### config.mk
export PLATFORM = sky130hd
export DESIGN_NAME = bpa_ctrl
export DESIGN_NICKNAME = d
export VERILOG_FILES = /design/src/hdl/bpa_pkg.sv /design/src/hdl/bpa_ctrl.sv
export SDC_FILE = /design/constraint.sdc
export NUM_CORES = 1
export LEC_CHECK = 0
export BUFFER_PORTS_ARGS = -buffer_cell sky130_fd_sc_hd__buf_2
export CAP_MARGIN = 20
export CORE_MARGIN = 1.5
export CORE_UTILIZATION = 40
export CTS_CLUSTER_DIAMETER = 120
export DETAILED_ROUTE_END_ITERATION = 8
export PLACE_DENSITY = 0.67
export SKIP_CTS_REPAIR_TIMING = 1
export SKIP_LAST_GASP = 1
export SLEW_MARGIN = 40
export SYNTH_ARGS = -nofsm -noshare
export SYNTH_HDL_FRONTEND = slang
export SYNTH_SLANG_ARGS = --single-unit
### constraint.sdc
create_clock -name aclk -period 2.3 [get_ports aclk]
set_input_delay 0.69 -clock aclk [delete_from_list [all_inputs] [get_ports aclk]]
set_output_delay 0.69 -clock aclk [all_outputs]
set_load 0.02 [all_outputs]
### src/hdl/bpa_pkg.sv
// ----------------------------------------------------------------------------
// Bitmap page allocator package
// Sizes, result codes and controller/datapath interface types.
// ----------------------------------------------------------------------------
package bpa_pkg;

    localparam int PAGE_COUNT = 32768;
    localparam int PAGE_BYTES = 4096;

    localparam int BYTES_W = 28;
    localparam int ADDR_W  = 27;

    // map is kept as 32-bit words, one bit per page
    localparam int WORD_W    = 32;
    localparam int WBIT_W    = $clog2(WORD_W);
    localparam int CNT_W     = $clog2(WORD_W + 1);
    localparam int MAP_WORDS = (PAGE_COUNT + WORD_W - 1) / WORD_W;
    localparam int WIDX_W    = (MAP_WORDS > 1) ? $clog2(MAP_WORDS) : 1;

    localparam int PAGE_W   = $clog2(PAGE_COUNT);
    localparam int RUN_W    = PAGE_W + 1;
    localparam int PB_SHIFT = $clog2(PAGE_BYTES);
    localparam int NEED_W   = BYTES_W + 1 - PB_SHIFT;
    localparam int FSTART_W = ADDR_W - PB_SHIFT;
    localparam int EXT_A    = (NEED_W > FSTART_W) ? NEED_W : FSTART_W;
    localparam int EXT_W    = ((EXT_A > RUN_W) ? EXT_A : RUN_W) + 1;

    localparam int LAST_BITS = PAGE_COUNT % WORD_W;
    // pad bits past the last page read as used
    localparam logic [WORD_W-1:0] LAST_MASK = (LAST_BITS == 0) ? {WORD_W{1'b1}} :
        ({WORD_W{1'b1}} >> (WORD_W - LAST_BITS));

    localparam logic REQ_ALLOC = 1'b0;
    localparam logic REQ_FREE  = 1'b1;

    typedef enum logic [1:0] {
        STATUS_OK      = 2'd0,
        STATUS_NO_ROOM = 2'd1,
        STATUS_INVALID = 2'd2
    } status_t;

    typedef struct packed {
        logic load;
        logic eval;
        logic clr_wr;
        logic scan_rd;
        logic scan_ev;
        logic upd_rd;
        logic upd_wr;
        logic post;
    } cmd_t;

    typedef struct packed {
        logic clr_last;
        logic bad;
        logic is_free;
        logic skip;
        logic found;
        logic scan_last;
        logic upd_last;
    } stat_t;

endpackage

### src/hdl/bpa_ctrl.sv
// ----------------------------------------------------------------------------
// Bitmap page allocator controller
// Sequences map clearing, first-fit scan, run update and result handoff.
// ----------------------------------------------------------------------------
module bpa_ctrl (
    input  logic           aclk,
    input  logic           aresetn,
    input  logic           s_valid,
    output logic           s_ready,
    output logic           m_valid,
    input  logic           m_ready,
    input  bpa_pkg::stat_t stat,
    output bpa_pkg::cmd_t  cmd
);

    typedef enum logic [7:0] {
        S_CLEAR   = 8'b0000_0001,
        S_IDLE    = 8'b0000_0010,
        S_EVAL    = 8'b0000_0100,
        S_SCAN_RD = 8'b0000_1000,
        S_SCAN_EV = 8'b0001_0000,
        S_UPD_RD  = 8'b0010_0000,
        S_UPD_WR  = 8'b0100_0000,
        S_POST    = 8'b1000_0000
    } state_t;

    state_t state_reg, state_next;
    logic   m_valid_reg, m_valid_next;
    logic   out_free;

    assign out_free = !m_valid_reg || m_ready;
    assign s_ready  = (state_reg == S_IDLE);
    assign m_valid  = m_valid_reg;

    always_comb begin
        state_next = state_reg;
        cmd        = '0;
        unique case (state_reg)
            S_CLEAR: begin
                cmd.clr_wr = 1'b1;
                if (stat.clr_last) state_next = S_IDLE;
            end
            S_IDLE: begin
                if (s_valid) begin
                    cmd.load   = 1'b1;
                    state_next = S_EVAL;
                end
            end
            S_EVAL: begin
                cmd.eval = 1'b1;
                if (stat.bad || stat.skip) state_next = S_POST;
                else if (stat.is_free)     state_next = S_UPD_RD;
                else                       state_next = S_SCAN_RD;
            end
            S_SCAN_RD: begin
                cmd.scan_rd = 1'b1;
                state_next  = S_SCAN_EV;
            end
            S_SCAN_EV: begin
                cmd.scan_ev = 1'b1;
                if (stat.found)          state_next = S_UPD_RD;
                else if (stat.scan_last) state_next = S_POST;
                else                     state_next = S_SCAN_RD;
            end
            S_UPD_RD: begin
                cmd.upd_rd = 1'b1;
                state_next = S_UPD_WR;
            end
            S_UPD_WR: begin
                cmd.upd_wr = 1'b1;
                state_next = stat.upd_last ? S_POST : S_UPD_RD;
            end
            S_POST: begin
                if (out_free) begin
                    cmd.post   = 1'b1;
                    state_next = S_IDLE;
                end
            end
            default: state_next = S_CLEAR;
        endcase
    end

    always_comb begin
        if (cmd.post)     m_valid_next = 1'b1;
        else if (m_ready) m_valid_next = 1'b0;
        else              m_valid_next = m_valid_reg;
    end

    always_ff @(posedge aclk) begin
        if (!aresetn) begin
            state_reg   <= S_CLEAR;
            m_valid_reg <= 1'b0;
        end else begin
            state_reg   <= state_next;
            m_valid_reg <= m_valid_next;
        end
    end

endmodule

# Word level (Yosys, flattened, before mapping)
# Index checks and enable logic that the tools add are counted.
word_totals:
  inputBits: 11
  reg_bits: 9
  output_inout_bits: 10
  wordCells: 39
op_classes:
  muxes: 21
  n_reduce_logical: 5
  eq_ne: 11
ops:
  columns: ["cell", "count"]
  rows:
  - ["one-hot mux 8 bit (8 select lines)", 1]
  - ["two-way mux 8 bit", 7]
  - ["two-way mux 1 bit", 12]
  - ["== test 8 x 1 -> 1 bit, second input constant", 1]
  - ["== test 8 x 2 -> 1 bit, second input constant", 1]
  - ["== test 8 x 3 -> 1 bit, second input constant", 1]
  - ["== test 8 x 4 -> 1 bit, second input constant", 1]
  - ["== test 8 x 5 -> 1 bit, second input constant", 1]
  - ["== test 8 x 6 -> 1 bit, second input constant", 1]
  - ["== test 8 x 7 -> 1 bit, second input constant", 1]
  - ["== test 8 bit, second input constant", 1]
  - ["two-way mux 6 bit", 1]
  - ["!= test 2 bit, second input constant", 3]
  - ["AND reduction 3 bit", 1]
  - ["logical OR 1 bit", 2]
  - ["nonzero test 2 bit", 1]
  - ["logical NOT 1 bit", 1]

# Longest topological paths before layout
# Gate-level depths: netlist (run 1).
logic_depth:
  depth_word: 5
  mapped_depth: 5

# Worst setup path after synthesis (run 1)
# No wires, ideal clock.
synth_path:
  kind: "reg2out"
  from: "reg state_reg[7]"
  to: "out cmd[7] (netlist bit)"
  path_slack_ns: -0.014
  path_stages_with_launch: 5
  arrival_time_ns: 1.624
  required_ns: 1.610
  n_path_buf: 1
  path_cell_list: "dfxtp_1 -> or4_4 -> buf_6 -> nor4_4 -> and2_1"
synth_rtl:
  columns: ["item", "line_no", "rtl"]
  rows:
  - ["start: declaration", "bpa_ctrl.sv:27", "state_t state_reg, state_next;"]
  - ["start signal: assignment", "bpa_ctrl.sv:94", "state_reg <= state_next;"]
  - ["end: declaration", "bpa_ctrl.sv:13", "output bpa_pkg::cmd_t cmd"]

==> reports/results.ini, run 1 <==
[global_route]
grt_first_pass_wirelength_um=1973
grt_overflow_total=0
grt_use_total=0.1962
grt_max_degree=8
first_global_vias=486
antenna_found_initial=0

[placement]
dp_hpwl_um=1084
gp_congestion=0.8035
port_buffers=20

[run_status]
violations=setup timing
outcome=finished, violations left

[drt]
ant_nets=0
drt-initial-drc-count=4
drt_wl_total_um=1376
drt_pre_antenna_iters=4
vias=577
wl_per_cell_um=12.98
viasPerCell=5.443
drc_errors=0

[critical_path]
end_kind=output port
critical-path-slowest-cell=or4_4
crit_arrival_ns=1.80
start_kind=register
crit_chain=or4_4 -> or3_4 -> nor2_2 -> buf_2
rr_worst_depth=4
cp_data_required_time_ns=1.61
cp_max_fo=6
worstSetupPathType=register to output port
max_stage_delay_ns=0.60

[logic_synthesis]
synth_cell_types=36
synth_area_sq_um=576.8
ys_ff_latch=9
synth_area_leaders=dfxtp_1 31%, nor4_4 7.4%, nand2b_1 5.4%
seq_area_frac_synth=0.3124
ys_warn_count=0
synth_area_leader_cell=dfxtp_1
synth.avg_cell_area_sq_um=9.156
synthCells=63
synth_nets=74
synth_top_area_share=0.3124

[power]
power_density_mw_per_mm2=523.4
leakage_nw=0.3539
vdd_drop_max_mv=0.2591

[timing]
fin_setup_tns_ns=-0.4550
maxSlewViolCount=0
max_slew.worst_pin.slew_ns=0.3592
finalCritPeriodShare=1.083
max_freq_mhz=401.4
slew_headroom=0.7587
hold_viol_final=0
setup_viol_count_final=4
period_minus_slack_ns=2.491
setup_ws_ns=-0.1910
rsz0062_at_grt=true
finalClockSkew_ns=0.002494

[finish]
largest_register_ffs=8
drive_gt1_frac=0.4286
antenna_cells=0
syn_to_final_growth_pct=35.36
final_core_util=0.5926
nets=103

[flow_run]
cap_violations=0

[clocking]
clk-insertion-delay-late_ns=0.26
cts_buffer_depth=2
cts_buffers=3
clk_pin_slew_ns=0.06
h-tree-depth=1
cts_tree=done
clock-root-buffer=clkbuf_4
numClockSinks=9

[hold_path]
min_path_cells=2
min_path_type=register to register

[floorplanning]
start_util=0.4378
ios=21
die_h_um=40.98
die_x_um=40.98
die-area_sq_mm=0.001679
coreArea_sq_mm=0.001318
rows=13

-- final timing paths --
kind / slack (ns) / end / start
worst min register to register: 0.49 / m_valid$_SDFFE_PN0P_ / m_valid$_SDFFE_PN0P_
worst min-delay path: 0.49 / m_valid$_SDFFE_PN0P_ / m_valid$_SDFFE_PN0P_
worst max-delay path: -0.19 / cmd[4] / state_reg[7]$_SDFFE_PN0P_
worst max register to register: 0.51 / state_reg[0]$_SDFFE_PN1P_ / state_reg[7]$_SDFFE_PN0P_
-- cells in the mapped netlist --
master,number
nand2_1,1
buf_4,1
and3_1,3
a22oi_1,1
nor2_1,4
o21ba_1,1
nand3b_1,1
buf_6,1
a31o_1,1
a31oi_1,1
and3b_1,1
and2_1,2
o21ai_1,1
o41a_1,1
o31a_1,1
or3_1,1
nor4_4,2
nand2b_1,5
and2b_1,1
inv_1,3
dfxtp_1,9
nor3_1,2
nor3b_1,1
nor4bb_1,1
and4_1,1
a21oi_1,3
nor2b_1,1
o41ai_1,1
and4b_1,2
nor4_2,1
o21a_1,1
a21o_1,1
nand3_1,3
nand4b_1,1
or4_4,1
or2_2,1
-- report_power, final --
part | total [mW] | switching, mW | internal [mW]
Sequential | 0.175 | 0.0116 | 0.163
Combinational | 0.108 | 0.0561 | 0.0521
Clock | 0.126 | 0.0585 | 0.0671
-- stage by stage --
stage,hold slack [ns],instance area [sq um],setup slack (ns),std cells,power [mW]
2_1_floorplan,0.5499,579.3,-0.01420,63,0.2363
3_3_place_gp,0.4900,709.4,0.1059,100,0.2692
3_5_place_dp,0.4867,709.4,0.08060,100,0.2705
4_1_cts,0.4966,735.7,-0.2135,104,0.3961
5_1_grt,0.5591,780.7,-0.2283,106,0.4278
6_report,0.4923,780.7,-0.1910,106,0.4087
-- critical path, delay by kind of cell, from the launching register on --
kind          cells  cell delay [ns]
buf+inv           1             0.17
flops             1             0.32
simple gates      3             1.05
-- cell type report --
class,instances,area [sq um]
well taps,15,18.77
flip-flops and latches,9,182.7
fillers,117,536.8
inverters,3,11.26
repair buffers,26,156.4
clock buffers,4,26.28
multi-input cells,49,385.4
-- cells by family after synthesis --
logic type,after synthesis,synth area share
AND/OR/NAND/NOR,36,0.4686
AO/OA/AOI/OAI,13,0.1670
flip-flops,9,0.3124
buffers and inverters,5,0.05206
-- placed cells by master (no fill, tap or decap), drive strengths merged, types with 2 or more instances in the layout --
master / n
a21oi: 3
and2: 2
and3: 3
and4b: 2
buf: 26
clkbuf: 4
dfxtp: 9
inv: 3
nand2b: 5
nand3: 3
nor2: 4
nor3: 2
nor4: 3
-- per-layer routing --
layer	routed length (um)	vias to the layer above	track usage
li1	-	294	-
met1	607	258	0.2175
met2	652	21	0.3047
met3	89	4	0.06522
met4	25	0	0.1500
met5	0	-	0
(Power assumes the default switching activity.)
==> run 2, diff against run 1 <==
Settings changed: CELL_PAD_IN_SITES_DETAIL_PLACEMENT set to 0, CELL_PAD_IN_SITES_GLOBAL_PLACEMENT set to 2, CORE_UTILIZATION 40 to 26, PLACE_DENSITY 0.67 to unset, PLACE_DENSITY_LB_ADDON set to 0.1.
==> run 2 against run 1 <==
Compared with the run above:
- first-iteration DRC count rose to 2.8 times the previous value
- cell area rose by 6.9%
- via count is 5.5% higher
- worst setup slack better by 0.045 ns
- the run still ends with setup timing left
- clock power barely moved
- critical endpoint unchanged
- sequential power increased by 2%
- hold slack improved by 0.017 ns
- largest cell class unchanged
- clock skew up 0.0075 ns
- critical path type unchanged
- sequential share of layout area shrank 1.5 points
- clock-buffer cell count unchanged
- core utilization is 18 points lower
==> reports/results.ini, run 2 (synthesis gave the netlist of run 1 again) <==
[clocking]
cts_buffer_depth=2
clock-root-buffer=clkbuf_4
cts_tree=done
clk_pin_slew_ns=0.07
numClockSinks=9
cts_buffers=3
h-tree-depth=1
clk-insertion-delay-late_ns=0.26

[floorplanning]
die_h_um=50.10
die-area_sq_mm=0.002510
ios=21
rows=16
coreArea_sq_mm=0.002022
die_x_um=50.10
start_util=0.2853

[power]
leakage_nw=0.3837
finalPower_uw=408.4
vdd_drop_max_mv=0.2943
power_density_mw_per_mm2=489.3

[critical_path]
max_stage_delay_ns=0.55
critical-path-slowest-cell=or4_4
crit_arrival_ns=1.76
rr_worst_depth=7
worstSetupPathType=register to output port
end_kind=output port
crit_cells=4
cp_top_family=simple AND/OR/NAND/NOR gates
crit_chain=or4_4 -> or3_1 -> nor2_2 -> buf_2
cp_max_fo=3
cp_data_required_time_ns=1.61
start_kind=register
cp_num_buf_inv=1

[timing]
setup_ws_ns=-0.1459
max_freq_mhz=408.8
finalCritPeriodShare=1.063
finalClockSkew_ns=0.009999
maxSlewViolCount=0
hold_viol_final=0
max_slew.worst_pin.slew_ns=0.4146
rsz0062_at_grt=true
period_minus_slack_ns=2.446
fin_setup_tns_ns=-0.4379
setup_viol_count_final=4
slew_headroom=0.7198

[global_route]
first_global_vias=520
grt_use_total=0.1259
grt_overflow_total=0
antenna_found_initial=0
grt_first_pass_wirelength_um=2297
grt_max_degree=8

[placement]
gp_congestion=0.7973
dp_hpwl_um=1199
placed_cells=114
port_buffers=20

[finish]
final_common_cell=buf_2
stdcell_count=123
syn_to_final_growth_pct=44.69
layout_common_cells=16 x buf_2, 12 x buf_4, 7 x dfxtp_1
largest_register_ffs=8
antenna_cells=0
nets=108
fillers=223
drive_gt1_frac=0.4583
final_core_util=0.4127

[drt]
wl_per_cell_um=13.07
drt_pre_antenna_iters=3
drt_wl_total_um=1607
drt-initial-drc-count=11
ant_nets=0
drc_errors=0
viasPerCell=4.951
vias=609

[run_status]
violations=setup timing
outcome=finished, violations left

[hold_path]
min_path_cells=2
min_path_type=register to register

[flow_run]
cap_violations=0

-- run 2: area by class of cell --
type	count	area, sq um	area share
flip-flops and latches	9	182.7	0.2189
clock buffers	4	26.28	0.03148
multi-input cells	49	376.6	0.4513
well taps	27	33.78	0.04048
repair buffers	31	203.9	0.2444
inverters	3	11.26	0.01349
-- run 2: worst paths after layout --
path,startpoint,end,slack [ns]
worst max-delay path,state_reg[4]$_SDFFE_PN0P_,cmd[4],-0.15
worst min-delay path,m_valid$_SDFFE_PN0P_,m_valid$_SDFFE_PN0P_,0.51
worst max register to register,state_reg[4]$_SDFFE_PN0P_,state_reg[0]$_SDFFE_PN1P_,0.50
worst min register to register,m_valid$_SDFFE_PN0P_,m_valid$_SDFFE_PN0P_,0.51
-- run 2: report_power, final --
group	switching, mW	internal [mW]	leakage (nW)
Clock	0.0586	0.0669	0.0150
Combinational	0.0528	0.0512	0.295
Sequential	0.0150	0.164	0.0732
-- run 2: metrics by stage --
stage / hold WS [ns] / instance area (sq um) / setup WS, ns
CTS: 0.5084 / 765.7 / -0.2110
global placement: 0.4903 / 739.5 / 0.09153
finish: 0.5094 / 834.6 / -0.1459
detailed placement: 0.4972 / 739.5 / 0.07640
global route: 0.5446 / 834.6 / -0.2046
floorplan: 0.5499 / 579.3 / -0.01420
-- run 2: tightest hold or removal path, stage by stage (launching register included) --
cell and delay (ns):
dfxtp_1 0.33, nand2b_1 0.08, a21oi_1 0.06
-- run 2: metal layers --
metal | wire length, um | track usage | vias up
met3 | 105 | 0.06061 | 2
met4 | 13 | 0.04167 | 0
li1 | - | - | 302
met5 | 0 | 0 | -
met2 | 743 | 0.1820 | 19
met1 | 743 | 0.1618 | 286
==> run 3, diff against run 2 <==
Settings changed: PLACE_DENSITY set to 0.76, PLACE_DENSITY_LB_ADDON 0.1 to unset.
==> run 3 against run 2 <==
Compared with the run above:
- the flow still finishes with violations (setup timing)
- clock skew shrank 0.0040 ns
- clock-buffer cell count is the same
- wire length shrank 2.8%
- worst setup slack lost 0.019 ns
- power grew 0.35%
- core utilization shrank 0.80 points
- via count shrank 2.8%
- sequential cell count is the same
==> reports/results.ini, run 3 (synthesis gave the netlist of run 1 again) <==
[run_status]
violations=setup timing
outcome=finished, violations left

[critical_path]
crit_arrival_ns=1.77
end_kind=output port
cp_top_family=simple AND/OR/NAND/NOR gates
max_stage_delay_ns=0.60
worstSetupPathType=register to output port
cp_num_buf_inv=1
critical-path-slowest-cell=or4_4
rr_worst_depth=6
rr_startpoint=state_reg[4]$_SDFFE_PN0P_
r2r-end=state_reg[3]$_SDFFE_PN0P_
rrSetupSlack_ns=0.51
cp_data_required_time_ns=1.61
cp_max_fo=6
crit_chain=or4_4 -> or3_4 -> nor2_4 -> buf_6
start_kind=register

[drt]
drt_wl_total_um=1562
wl_per_cell_um=12.91
drc_errors=0
vias=592
drt_pre_antenna_iters=4
drt-initial-drc-count=8
ant_nets=0
viasPerCell=4.893

[power]
clock_power_share=0.308
p_comb_frac=0.264
leakage_nw=0.3680
power_density_mw_per_mm2=500.8
p_sw_frac=0.3154
vdd_drop_max_mv=0.2320
p_sw_uw=129.2
finalPower_uw=409.8
internal-power_uw=280.6
seq_power_share=0.428

[timing]
finalCritPeriodShare=1.072
finalClockSkew_ns=0.006015
slew_headroom=0.7557
setup_ws_ns=-0.1648
hold_viol_final=0
max_slew.worst_pin.slew_ns=0.3616
max_freq_mhz=405.7
rsz0062_at_grt=true
maxSlewViolCount=0
period_minus_slack_ns=2.465
setup_viol_count_final=3

[hold_path]
min_path_cells=2
min_path_type=register to register
hp-start=m_valid$_SDFFE_PN0P_
hold-path-endpoint=m_valid$_SDFFE_PN0P_

[placement]
dp_hpwl_um=1202
port_buffers=20
gp_congestion=0.8093

[finish]
antenna_cells=0
largest_register_ffs=8
nets=106
final_core_util=0.4047
final_common_cell=buf_2
syn_to_final_growth_pct=41.87
layout_common_cells=17 x buf_2, 11 x buf_4, 9 x dfxtp_1
drive_gt1_frac=0.4149
fillers=226

[floorplanning]
die_x_um=50.10
ios=21
rows=16
start_util=0.2853
coreArea_sq_mm=0.002022
die_h_um=50.10
die-area_sq_mm=0.002510

[global_route]
first_global_vias=548
grt_overflow_total=0
met3_usage=0.04242
antenna_found_initial=0
use_met1=0.1547
grt_use_total=0.1292
grt_use_met2=0.2149
grt_first_pass_wirelength_um=2415
grt-busiest-layer=met2
grt_max_degree=8

[clocking]
h-tree-depth=1
clk_pin_slew_ns=0.07
clk-insertion-delay-late_ns=0.26
cts_tree=done
cts_buffers=3
numClockSinks=9
clock-root-buffer=clkbuf_4
cts_buffer_depth=2

[flow_run]
cap_violations=0

[run 3: through the flow]
stage | cells | setup TNS, ns | cell area (sq um) | setup WS, ns | hold slack, ns
detailed placement | 113 | 0 | 732.0 | 0.07486 | 0.4987
global route | 121 | -0.6779 | 818.3 | -0.2234 | 0.5477
finish | 121 | -0.4359 | 818.3 | -0.1648 | 0.5106
CTS | 117 | -0.6498 | 758.2 | -0.2260 | 0.5120
global placement | 113 | 0 | 732.0 | 0.08515 | 0.4983
floorplan | 63 | -0.01420 | 579.3 | -0.01420 | 0.5499
[run 3: final cells by class]
cell class              instances  area [sq um]  share of cell area
clock buffers                   4         26.28             0.03211
flip-flops and latches          9         180.2              0.2202
repair buffers                 29         178.9              0.2187
inverters                       3         11.26             0.01376
multi-input cells              49         387.9              0.4740
well taps                      27         33.78             0.04128
[run 3: routing by layer]
layer  vias to the layer above  wire (um)
li1                        301          -
met1                       275        694
met2                        12        768
met4                         0         23
met5                         -          0
met3                         4         75
[run 3: worst max-delay path by stage]
stage                         startpoint  endpoint  slack (ns)  depth (start not counted)
3_5_place_dp   state_reg[7]$_SDFFE_PN0P_    cmd[4]        0.07                          4
2_1_floorplan  state_reg[7]$_SDFFE_PN0P_    cmd[7]       -0.01                          4
5_1_grt        state_reg[4]$_SDFFE_PN0P_    cmd[4]       -0.22                          4
3_3_place_gp   state_reg[7]$_SDFFE_PN0P_    cmd[4]        0.09                          4
6_report       state_reg[4]$_SDFFE_PN0P_    cmd[4]       -0.16                          4
4_1_cts        state_reg[4]$_SDFFE_PN0P_    cmd[4]       -0.23                          4
[run 3: power groups by stage]
stage,combinational [mW],clock [mW],sequential (mW)
4_1_cts,0.0989,0.131,0.172
2_1_floorplan,0.0572,0,0.179
6_report,0.108,0.126,0.175
5_1_grt,0.117,0.138,0.177
3_3_place_gp,0.0976,0,0.176
3_5_place_dp,0.0978,0,0.176
[run 3: worst min-delay path, delay by kind of cell (launching register included)]
| family | cells | cell delay, ns |
|---|---|---|
| DFF | 1 | 0.32 |
| and+or+nand+nor | 1 | 0.09 |
| AOI/OAI and AO/OA | 1 | 0.06 |
